==> src/hw/rtl/bas_pkg.sv <==
// ---------------------------------------------------------------------------
// bas_pkg: shared codes and helpers for the byte argument stack
// Operation codes, stream payload widths and the pop sign-extension helper.
// ---------------------------------------------------------------------------
package bas_pkg;

   typedef logic [3:0] mode_type;

   localparam mode_type MODE_POP1   = 4'd0;
   localparam mode_type MODE_POP2   = 4'd1;
   localparam mode_type MODE_POP4   = 4'd2;
   localparam mode_type MODE_POP8   = 4'd3;
   localparam mode_type MODE_PUSH   = 4'd4;
   localparam mode_type MODE_ROTATE = 4'd5;
   localparam mode_type MODE_START  = 4'd6;
   localparam mode_type MODE_REWIND = 4'd7;
   localparam mode_type MODE_STOP   = 4'd8;
   localparam mode_type MODE_LOAD   = 4'd9;

   localparam int REQ_DATA_W = 40;   // 37 payload bits, padded to bytes
   localparam int RSP_DATA_W = 72;

   // Sign-extend a popped value of 1, 2, 4 or 8 bytes (size code 0..3).
   function automatic logic [63:0] pop_extend(input logic [63:0] v,
                                              input logic [1:0]  size,
                                              input logic        sext);
      logic [63:0] r;
      r = v;
      unique case (size)
         2'd0: r = {{56{sext & v[7]}},  v[7:0]};
         2'd1: r = {{48{sext & v[15]}}, v[15:0]};
         2'd2: r = {{32{sext & v[31]}}, v[31:0]};
         2'd3: r = v;
      endcase
      return r;
   endfunction

endpackage

==> src/hw/rtl/byte_argument_stack.sv <==
// ---------------------------------------------------------------------------
// byte_argument_stack: byte-addressed argument stack with a read position
// Pops, pushes, rotates and loads on a byte store, one item at a time.
// ---------------------------------------------------------------------------
// One item is worked at a time; a new request is taken once the previous
// result sits in the output register, so a stalled consumer does not block
// the next transfer in. All byte traffic goes through one byte-wide store
// with one read and one write per cycle, and that port sets the cost: each
// byte of a pop, push, rotate or load, and each byte moved by the push-down
// shift (position below 2), passes the port on its own. Reads past the end
// give zero bytes, hold the position at STACK_BYTES and flag overrun; a
// rotate that would run past the end changes nothing and flags overrun.
// Store entries read as zero after reset (valid bit per byte), no clearing
// pass.
module byte_argument_stack
   import bas_pkg::*;
#(
   parameter int STACK_BYTES = 48
) (
   input  logic                  clock,
   input  logic                  reset,
   // request channel
   input  logic                  req_tvalid,
   output logic                  req_tready,
   // tdata: operand_value[31:0], word_index[35:32], sign_extend[36], zero[39:37]
   input  logic [REQ_DATA_W-1:0] req_tdata,
   // tuser: mode[3:0]
   input  logic [3:0]            req_tuser,
   // response channel
   output logic                  rsp_tvalid,
   input  logic                  rsp_tready,
   // tdata: pop_value[63:0], overrun[64], active[65], read_position[71:66]
   output logic [RSP_DATA_W-1:0] rsp_tdata
);

   localparam int AW = $clog2(STACK_BYTES);
   localparam int PW = $clog2(STACK_BYTES + 1);   // position 0..STACK_BYTES
   localparam int SW = PW + 1;                    // position plus small offset

   localparam logic [2:0] ST_IDLE    = 3'd0;
   localparam logic [2:0] ST_READ    = 3'd1;
   localparam logic [2:0] ST_DRAIN   = 3'd2;
   localparam logic [2:0] ST_SHIFT   = 3'd3;
   localparam logic [2:0] ST_SHDRAIN = 3'd4;
   localparam logic [2:0] ST_WRITE   = 3'd5;
   localparam logic [2:0] ST_FINISH  = 3'd6;

   // control
   logic [2:0]    state_ff, state_in;
   logic [PW-1:0] pos_ff, pos_in;
   logic          active_ff, active_in;
   logic [2:0]    cnt_ff, cnt_in;
   logic          rv_ff, rv_in;        // read landing this cycle
   logic          mv_ff, mv_in;        // shift write pending
   logic          rsp_valid_ff, rsp_valid_in;
   // payload
   mode_type      mode_ff, mode_in;
   logic [31:0]   opnd_ff, opnd_in;
   logic [3:0]    idx_ff, idx_in;
   logic          sext_ff, sext_in;
   logic          ovr_ff, ovr_in;
   logic [63:0]   val_ff, val_in;
   logic [2:0]    rl_ff, rl_in;        // byte lane of the landing read
   logic [AW-1:0] sh_ff, sh_in;        // shift read address, descending
   logic [AW-1:0] mva_ff, mva_in;      // shift write address
   logic [RSP_DATA_W-1:0] rsp_ff, rsp_in;

   // store port
   logic          wr_en, rd_en;
   logic [AW-1:0] wr_addr, rd_addr;
   logic [7:0]    wr_data, rd_data;

   logic          req_fire;
   logic          is_pop, is_rot, is_load;
   logic [2:0]    rd_last, wr_last;
   logic [SW-1:0] rd_sum, wr_sum, pos_end;
   logic [63:0]   rot_word;
   mode_type      req_mode;

   bas_store #(.DEPTH(STACK_BYTES)) u_store (
      .clock   (clock),
      .reset   (reset),
      .wr_en   (wr_en),
      .wr_addr (wr_addr),
      .wr_data (wr_data),
      .rd_en   (rd_en),
      .rd_addr (rd_addr),
      .rd_data (rd_data)
   );

   assign req_tready = (state_ff == ST_IDLE);
   assign req_fire   = req_tvalid && req_tready;
   assign req_mode   = req_tuser;

   assign is_pop  = (mode_ff < MODE_PUSH);
   assign is_rot  = (mode_ff == MODE_ROTATE);
   assign is_load = (mode_ff == MODE_LOAD);

   // last byte count of the read and write sweeps
   always_comb begin
      rd_last = 3'd7;
      if (is_pop) begin
         unique case (mode_ff[1:0])
            2'd0: rd_last = 3'd0;
            2'd1: rd_last = 3'd1;
            2'd2: rd_last = 3'd3;
            2'd3: rd_last = 3'd7;
         endcase
      end
      priority if (is_rot) begin
         wr_last = 3'd7;
      end else if (is_load) begin
         wr_last = 3'd3;
      end else begin
         wr_last = 3'd1;            // push: low then high byte
      end
   end

   assign rd_sum   = SW'(pos_ff) + SW'(cnt_ff);
   assign wr_sum   = is_load ? SW'({idx_ff, cnt_ff[1:0]}) : rd_sum;
   assign pos_end  = SW'(pos_ff) + SW'(rd_last) + SW'(1);
   // W1..W4 become W4, W1, W2, W3
   assign rot_word = {val_ff[47:0], val_ff[63:48]};

   always_comb begin
      state_in     = state_ff;
      pos_in       = pos_ff;
      active_in    = active_ff;
      cnt_in       = cnt_ff;
      rv_in        = 1'b0;
      mv_in        = 1'b0;
      rsp_valid_in = rsp_valid_ff && !rsp_tready;
      mode_in      = mode_ff;
      opnd_in      = opnd_ff;
      idx_in       = idx_ff;
      sext_in      = sext_ff;
      ovr_in       = ovr_ff;
      val_in       = val_ff;
      rl_in        = cnt_ff;
      sh_in        = sh_ff;
      mva_in       = sh_ff + AW'(2);
      rsp_in       = rsp_ff;
      rd_en        = 1'b0;
      rd_addr      = '0;
      wr_en        = 1'b0;
      wr_addr      = AW'(wr_sum);
      wr_data      = is_rot ? 8'(rot_word >> {cnt_ff, 3'b000})
                            : 8'(opnd_ff >> {cnt_ff[1:0], 3'b000});

      // merge the byte that lands from the store
      for (int i = 0; i < 8; i++) begin
         if (rv_ff && (rl_ff == 3'(i))) begin
            val_in[8*i +: 8] = rd_data;
         end
      end

      // pending push-down move has the write port
      if (mv_ff) begin
         wr_en   = 1'b1;
         wr_addr = mva_ff;
         wr_data = rd_data;
      end

      unique case (state_ff)
         ST_IDLE: begin
            if (req_fire) begin
               mode_in = req_mode;
               opnd_in = req_tdata[31:0];
               idx_in  = req_tdata[35:32];
               sext_in = req_tdata[36];
               ovr_in  = 1'b0;
               val_in  = '0;
               cnt_in  = '0;
               state_in = ST_FINISH;
               unique case (req_mode)
                  MODE_POP1, MODE_POP2, MODE_POP4, MODE_POP8: begin
                     state_in = ST_READ;
                  end
                  MODE_PUSH: begin
                     if (pos_ff >= PW'(2)) begin
                        pos_in   = pos_ff - PW'(2);
                        state_in = ST_WRITE;
                     end else begin
                        sh_in    = AW'(STACK_BYTES - 3);
                        state_in = ST_SHIFT;
                     end
                  end
                  MODE_ROTATE: begin
                     if (SW'(pos_ff) + SW'(8) > SW'(STACK_BYTES)) begin
                        ovr_in = 1'b1;
                     end else begin
                        state_in = ST_READ;
                     end
                  end
                  MODE_START: begin
                     pos_in    = '0;
                     active_in = 1'b1;
                  end
                  MODE_REWIND: pos_in    = '0;
                  MODE_STOP:   active_in = 1'b0;
                  MODE_LOAD:   state_in  = ST_WRITE;
                  default: ;
               endcase
            end
         end
         ST_READ: begin
            if (rd_sum < SW'(STACK_BYTES)) begin
               rd_en   = 1'b1;
               rd_addr = AW'(rd_sum);
               rv_in   = 1'b1;
            end else begin
               ovr_in = 1'b1;       // past the end: zero byte
            end
            if (cnt_ff == rd_last) begin
               state_in = ST_DRAIN;
            end else begin
               cnt_in = cnt_ff + 3'd1;
            end
         end
         ST_DRAIN: begin
            if (is_rot) begin
               cnt_in   = '0;
               state_in = ST_WRITE;
            end else begin
               pos_in   = (pos_end > SW'(STACK_BYTES)) ? PW'(STACK_BYTES)
                                                       : PW'(pos_end);
               state_in = ST_FINISH;
            end
         end
         ST_SHIFT: begin
            // move store[a] to store[a+2], top down, write in the cycle after the read
            rd_en   = 1'b1;
            rd_addr = sh_ff;
            mv_in   = 1'b1;
            if (sh_ff == AW'(pos_ff)) begin
               state_in = ST_SHDRAIN;
            end else begin
               sh_in = sh_ff - AW'(1);
            end
         end
         ST_SHDRAIN: begin
            cnt_in   = '0;
            state_in = ST_WRITE;
         end
         ST_WRITE: begin
            wr_en = (wr_sum < SW'(STACK_BYTES));
            if (cnt_ff == wr_last) begin
               state_in = ST_FINISH;
            end else begin
               cnt_in = cnt_ff + 3'd1;
            end
         end
         ST_FINISH: begin
            if (!rsp_valid_ff || rsp_tready) begin
               rsp_in = {6'(pos_ff), active_ff, ovr_ff,
                         is_pop ? pop_extend(val_ff, mode_ff[1:0], sext_ff)
                                : 64'd0};
               rsp_valid_in = 1'b1;
               state_in     = ST_IDLE;
            end
         end
         default: state_in = ST_IDLE;
      endcase
   end

   always_ff @(posedge clock) begin
      if (reset) begin
         state_ff     <= ST_IDLE;
         pos_ff       <= '0;
         active_ff    <= 1'b0;
         cnt_ff       <= '0;
         rv_ff        <= 1'b0;
         mv_ff        <= 1'b0;
         rsp_valid_ff <= 1'b0;
      end else begin
         state_ff     <= state_in;
         pos_ff       <= pos_in;
         active_ff    <= active_in;
         cnt_ff       <= cnt_in;
         rv_ff        <= rv_in;
         mv_ff        <= mv_in;
         rsp_valid_ff <= rsp_valid_in;
      end
   end

   always_ff @(posedge clock) begin
      mode_ff <= mode_in;
      opnd_ff <= opnd_in;
      idx_ff  <= idx_in;
      sext_ff <= sext_in;
      ovr_ff  <= ovr_in;
      val_ff  <= val_in;
      rl_ff   <= rl_in;
      sh_ff   <= sh_in;
      mva_ff  <= mva_in;
      rsp_ff  <= rsp_in;
   end

   assign rsp_tvalid = rsp_valid_ff;
   assign rsp_tdata  = rsp_ff;

endmodule

==> src/hw/rtl/bas_store.sv <==
// ---------------------------------------------------------------------------
// bas_store: byte store of the argument stack
// One write and one registered read port; per-entry valid bits make an
// unwritten entry read as zero right after reset.
// ---------------------------------------------------------------------------
module bas_store #(
   parameter int DEPTH = 48,
   localparam int AW = $clog2(DEPTH)
) (
   input  logic          clock,
   input  logic          reset,
   input  logic          wr_en,
   input  logic [AW-1:0] wr_addr,
   input  logic [7:0]    wr_data,
   input  logic          rd_en,
   input  logic [AW-1:0] rd_addr,
   output logic [7:0]    rd_data
);

   logic [7:0]       mem [DEPTH];
   logic [DEPTH-1:0] vld_ff;
   logic [7:0]       q_ff;
   logic             hit_ff;

   always_ff @(posedge clock) begin
      if (wr_en) begin
         mem[wr_addr] <= wr_data;
      end
      if (rd_en) begin
         q_ff <= mem[rd_addr];
      end
   end

   always_ff @(posedge clock) begin
      if (reset) begin
         vld_ff <= '0;
         hit_ff <= 1'b0;
      end else begin
         if (wr_en) begin
            vld_ff[wr_addr] <= 1'b1;
         end
         if (rd_en) begin
            hit_ff <= vld_ff[rd_addr];
         end
      end
   end

   assign rd_data = hit_ff ? q_ff : 8'h00;

endmodule

==> config.mk <==
export PLATFORM = sky130hd
export DESIGN_NAME = byte_argument_stack
export DESIGN_NICKNAME = d
export VERILOG_FILES = /design/src/hw/rtl/bas_pkg.sv /design/src/hw/rtl/byte_argument_stack.sv /design/src/hw/rtl/bas_store.sv
export SDC_FILE = /design/constraint.sdc
export NUM_CORES = 1
export LEC_CHECK = 0
export BUFFER_PORTS_ARGS = -buffer_cell sky130_fd_sc_hd__buf_2
export CAP_MARGIN = 5
export CORE_UTILIZATION = 42
export CTS_BUF_LIST = sky130_fd_sc_hd__clkbuf_2 sky130_fd_sc_hd__clkbuf_4 sky130_fd_sc_hd__clkbuf_8
export CTS_CLUSTER_DIAMETER = 150
export DETAILED_ROUTE_END_ITERATION = 10
export GPL_ROUTABILITY_DRIVEN = 1
export PLACE_DENSITY = 0.56
export SLEW_MARGIN = 40
export SYNTH_ARGS = -nofsm -noshare
export SYNTH_HDL_FRONTEND = slang
export SYNTH_SLANG_ARGS = --single-unit
export TNS_END_PERCENT = 100
==> constraint.sdc <==
create_clock -name clock -period 13.1 [get_ports clock]
set_input_delay 1.31 -clock clock [delete_from_list [all_inputs] [get_ports clock]]
set_output_delay 1.31 -clock clock [all_outputs]
set_load 0.02 [all_outputs]
# [Word level (Yosys, flattened, before mapping)]
# Memories as Yosys holds them, arrays and structs flattened. A register that Yosys moved wholly into a read port is not among the register bits.
# Cells that the tools add are included.
[word_totals] register_bits=258 mem_count=1 inputBits=48 ramBits=384 out_inout_bits=74
[op_classes] n_reduce_logical=34 shifts=2 addsub=8 n_mux=67 bitwise=5 order_cmp=9 n_eq_ne=45
[mem_list] memory="u_store.mem" depth=48 width=8 rd=1 rd_ports_with_merged_regs=1 write_ports=1 line_no="bas_store.sv:20" text="logic [7:0] mem [DEPTH];"
[ops] cell="$pmux 64 s4" n=1
[ops] cell="$mux 64" n=2
[ops] cell="$mux 8" n=11
[ops] cell="$shr 64x6->8" n=1
[ops] cell="$mux 6" n=10
[ops] cell="$or 48x48->48" n=1
[ops] cell="$pmux 6 s2" n=4
[ops] cell="$mux 3" n=13
[ops] cell="$shr 32x5->8" n=1
[ops] cell="$pmux 3 s4" n=2
[ops] cell="$ne 2x2->1 const B" n=11
[ops] cell="$eq 3x3->1 const B" n=7
[ops] cell="$pmux 3 s7" n=1
[ops] cell="$eq 4x3->1 const B" n=5
[ops] cell="$reduce_and 5->1" n=4
[ops] cell="$pmux 3 s5" n=1
[ops] cell="$add 6x3->7" n=2
[ops] cell="$gt 7x6->1 const B" n=2
[ops] cell="$lt 6x7->1 const B" n=2
[ops] cell="$lt 7x6->1 const B" n=2
[ops] cell="$mux 1" n=14
[ops] cell="$eq 3x2->1 const B" n=4
[ops] cell="$eq 4x4->1 const B" n=3
[ops] cell="$logic_and 1x1->1" n=11
[ops] cell="other kinds (37)" n=55

# [Longest topological paths before layout]
[depth] ltp_word=9 ltp_mapped=16 mapped_depth_nobuf=13

# [Modules after synthesis]
# A second synthesis with hierarchy kept.
[unflattened] hier_cells=1799 area_unflattened_um2=26678.1
[by_module_without_submodules] mod="bas_store" seq_area_each_um2=12752.2 cells_per_inst=873 area_per_inst_um2=16976.3 instances=1
[by_module_without_submodules] mod="byte_argument_stack" seq_area_each_um2=5385.2 cells_per_inst=926 area_per_inst_um2=9701.8 instances=1

# [Least setup slack after synthesis]
# No wires, ideal clock.
[synth_path] path_kind="input-to-reg" start="input port rsp_tready" end="register rsp_ff[0], in the netlist rsp_tdata[0] (enable)" stages=2 path_slack_ps=8213 setup_time_ps=503 t_required_ps=12597 t_arrival_ps=4384 cell_sequence="nor2b_1 > nor2_1"
[synth_between] elab_chain_cells=2
[synth_rtl] item="start: declaration" line_no="byte_argument_stack.sv:31" text="input logic rsp_tready,"
[synth_rtl] item="$logic_or 1x1->1" line_no="byte_argument_stack.sv:254" text="if (!rsp_valid_ff || rsp_tready) begin"
[synth_rtl] item="$reduce_and 2->1 (no line)"
[synth_rtl] item="end signal: assignment" line_no="byte_argument_stack.sv:296" text="rsp_ff <= rsp_in;"
[synth_rtl] item="end: declaration" line_no="byte_argument_stack.sv:66" text="logic [RSP_DATA_W-1:0] rsp_ff, rsp_in;"
# Every way passes these cells.
# A chain may end at the register's enable or synchronous reset.

# [Worst setup path in the final report]
[layout_path] start="register cnt_ff[1]" end="register u_store.q_ff[6], read port of u_store.mem (data pin)"
[layout_between] elab_chain_cells=4
[layout_rtl] item="start: declaration" line_no="byte_argument_stack.sv:52" text="logic [2:0] cnt_ff, cnt_in;"
[layout_rtl] item="start signal: assignment" line_no="byte_argument_stack.sv:279" text="cnt_ff <= cnt_in;"
[layout_rtl] item="$add 6x3->7 (*)" line_no="byte_argument_stack.sv:119" text="assign rd_sum = SW'(pos_ff) + SW'(cnt_ff);"
[layout_rtl] item="$lt 7x6->1" line_no="byte_argument_stack.sv:207" text="if (rd_sum < SW'(STACK_BYTES)) begin"
[layout_rtl] item="$mux 6 or $mux 1 (tied branches)" line_no="byte_argument_stack.sv:207"
[layout_rtl] item="$pmux 6 s2 or $pmux 1 s2 (tied branches)" line_no="byte_argument_stack.sv:164" text="unique case (state_ff)"
[layout_rtl] item="end: declaration" line_no="bas_store.sv:22" text="logic [7:0] q_ff;"
# Every way passes the cells marked *; elsewhere a longest branch is shown, timed or not.

==> results.ini <==
[timing]
max_freq_mhz = 198
finalCritPeriodShare = 0.386
slew_headroom = 0.442
setup_violations = 0
layout_min_cycle_time_ns = 5.06
final-max-slew-violation-count = 0
skew_ns = 0.0399
rsz0062_at_grt = false
worst_pin_slew_ns = 0.834
tns_ns = 0
hold_viol = 0

[route]
route.final.wire_length_um = 64800
wire_per_inst_um = 21.7
detail_route.first_pass.iterations = 5
viasPerCell = 5.46
ant_nets = 0
drc = 0
detailroute.via_count = 16306
drt-initial-drc-count = 1352

[grt]
grt_util_all_layers = 0.199
grt_pass1_vias = 16444
antenna_found_initial = 1
grt.overflow.total = 0
grt_pass1_wl_um = 100000
grt_max_degree = 86

[cts]
clk_latency_ns = 0.73
cts-root-buf = clkbuf_8
cts_buffers = 106
cts_buffer_depth = 3
cts_hold_buf = 0
cts.clk_slew.worst_paths_ns = 0.06
cts.sinks = 650
cts_tree = built
post-cts-setup-buffers = 0
ctsResizeCount = 0
htreeDepth = 3

[layout]
regArea_um2 = 18100
final_area_um2 = 30900
multi_input_area_um2 = 8560
final_cell_mix = edfxtp_1, nand2_1, a21oi_1
drive_gt1_frac = 0.226
finish.net_count = 2117
syn_to_final_growth_pct = 13.9
fillers = 5538
final_common_cell = edfxtp_1

[placement]
place_area_um2 = 28700
place_congestion = 0.876
portBuffers = 118
place_hpwl_um = 40800

[synth]
yosys_warnings = 0
netlist_instances = 1919
synth_nets = 1984
syn_area_per_cell_um2 = 14.1
synth-edff-count = 512
synthArstFlopShare = 0
seq_area_frac_synth = 0.668
yosysUniqueCellTypes = 69
synth_seq_cells = 650
synth_flop_cell = edfxtp_1
syn_area_um2 = 27100

[floorplan]
ioPinCount = 122
fp-row-count = 92
core_um2 = 63400
die_x_um = 256
die_area_um2 = 65600
dieHeight_um = 256
initial_core_util = 0.428

[critical_path]
worst_ep_required_time_ns = 13.53
path_delay_family = compound AO/OA/AOI/OAI gates
path_max_fanout = 79
cp_slowest_cell = mux4_2
cp-start-kind = flip-flop
crit_buf_inv = 3
end_kind = flip-flop
path_cells = buf_4, inv_1, fa_1, nor2b_4, o22ai_1, o22a_2, o31ai_4, buf_12, mux4_2, a22oi_1, nand2_1, a211oi_1, a21oi_1
slowest_delay_ns = 0.60
path_class = reg -> reg
worstPathArrival_ns = 5.49

[outcome]
status = finished, final reports clean

[power]
leakagePower_nw = 10.1
p_per_area_nw_per_um2 = 183
vdd_drop_max_v = 0.0000966

[run]
maxCapViolations = 0

[worst_hold_path]
min_path_type = reg -> reg

## logic make-up after synthesis
| kind of cell | synth area share |
|---|---|
| AO/OA/AOI/OAI | 0.0744 |
| XOR/XNOR | 0.00613 |
| adder cells (fa/ha/maj) | 0.00839 |
| buffers and inverters | 0.0243 |
| flip-flops | 0.668 |
| multiplexers | 0.141 |
| AND/OR/NAND/NOR | 0.0772 |
## per-layer routing
metal,vias up,track usage,share of wire
li1,7528,-,-
met1,8099,0.274,0.44
met2,554,0.319,0.48
met3,125,0.0348,0.059
met4,0,0.0709,0.026
met5,-,0,0
## worst paths after layout
check	to	slack (ns)	cells after the start	from
worst min-delay path	rsp_tdata[64]	0.43	0	ovr_ff
worst min register to register	rsp_tdata[64]	0.43	0	ovr_ff
worst max-delay path	u_store.q_ff[6]	8.04	13	cnt_ff[1]
worst max register to register	u_store.q_ff[6]	8.04	13	cnt_ff[1]
## metrics by stage
stage / util / power (mW) / cells / hold WS (ns) / setup WS (ns)
2_1_floorplan: - / 3.46 / 1919 / 0.353 / 8.21
3_3_place_gp: 0.450 / 3.85 / 2785 / 0.402 / 7.95
3_5_place_dp: 0.452 / 3.90 / 2790 / 0.420 / 7.99
4_1_cts: 0.486 / 5.71 / 2986 / 0.433 / 7.97
5_1_grt: 0.487 / 5.91 / 2987 / 0.450 / 7.77
6_report: 0.487 / 5.67 / 2987 / 0.429 / 8.04
## registers in the layout (all words and copies together) (netlist names), 8 cells and up
| register | count |
|---|---|
| rsp_tdata | 72 |
| u_store.vld_ff | 48 |
| u_store.mem | 384 |
| opnd_ff | 32 |
| val_ff | 64 |
| u_store.q_ff | 8 |
## where the power goes
group / total (mW) / switching (mW) / leakage, nW / internal [mW]
registers: 2.60 / 0.0773 / 5.75 / 2.52
clock network: 1.81 / 0.816 / 1.16 / 0.998
logic: 1.26 / 0.882 / 3.19 / 0.373
## area by class of cell
type / count / share of cell area
flip-flops and latches: 650 / 0.587
multi-input cells: 1128 / 0.277
clock buffers: 160 / 0.0619
well taps: 846 / 0.0342
repair buffers: 143 / 0.0280
clock inverters: 36 / 0.00911
inverters: 23 / 0.00283
diodes: 1 / 0.0000809
## cell usage after synthesis, types with 3 or more instances
cell type / count / area [µm²]
nand3_1: 19 / 95.1
o22ai_1: 3 / 18.8
xor2_1: 7 / 61.3
a221oi_1: 3 / 26.3
inv_1: 23 / 86.3
a31oi_1: 5 / 31.3
a211oi_1: 11 / 82.6
nor2b_1: 4 / 25.0
o21ai_0: 46 / 230
a22oi_1: 36 / 270
xnor2_1: 12 / 105
nor2_1: 180 / 676
o41ai_1: 3 / 26.3
a21o_1: 4 / 30.0
and3_1: 4 / 25.0
mux2i_1: 158 / 1580
or3_1: 4 / 25.0
or2_2: 4 / 25.0
buf_2: 21 / 105
nand2_1: 205 / 769
a311oi_1: 4 / 35.0
a21oi_1: 188 / 941
nor3_1: 17 / 85.1
nand4_1: 3 / 18.8
nand2b_1: 10 / 62.6
buf_6: 11 / 124
o21a_1: 4 / 30.0
o31ai_1: 5 / 37.5
nand3b_1: 3 / 22.5
mux4_2: 94 / 2120
edfxtp_1: 512 / 15400
buf_1: 21 / 78.8
clkbuf_1: 59 / 221
ha_1: 15 / 188
dfxtp_1: 138 / 2760
buf_4: 6 / 45.0
and2_1: 26 / 163
mux2_2: 12 / 135
Power figures use the tool's default switching activity.
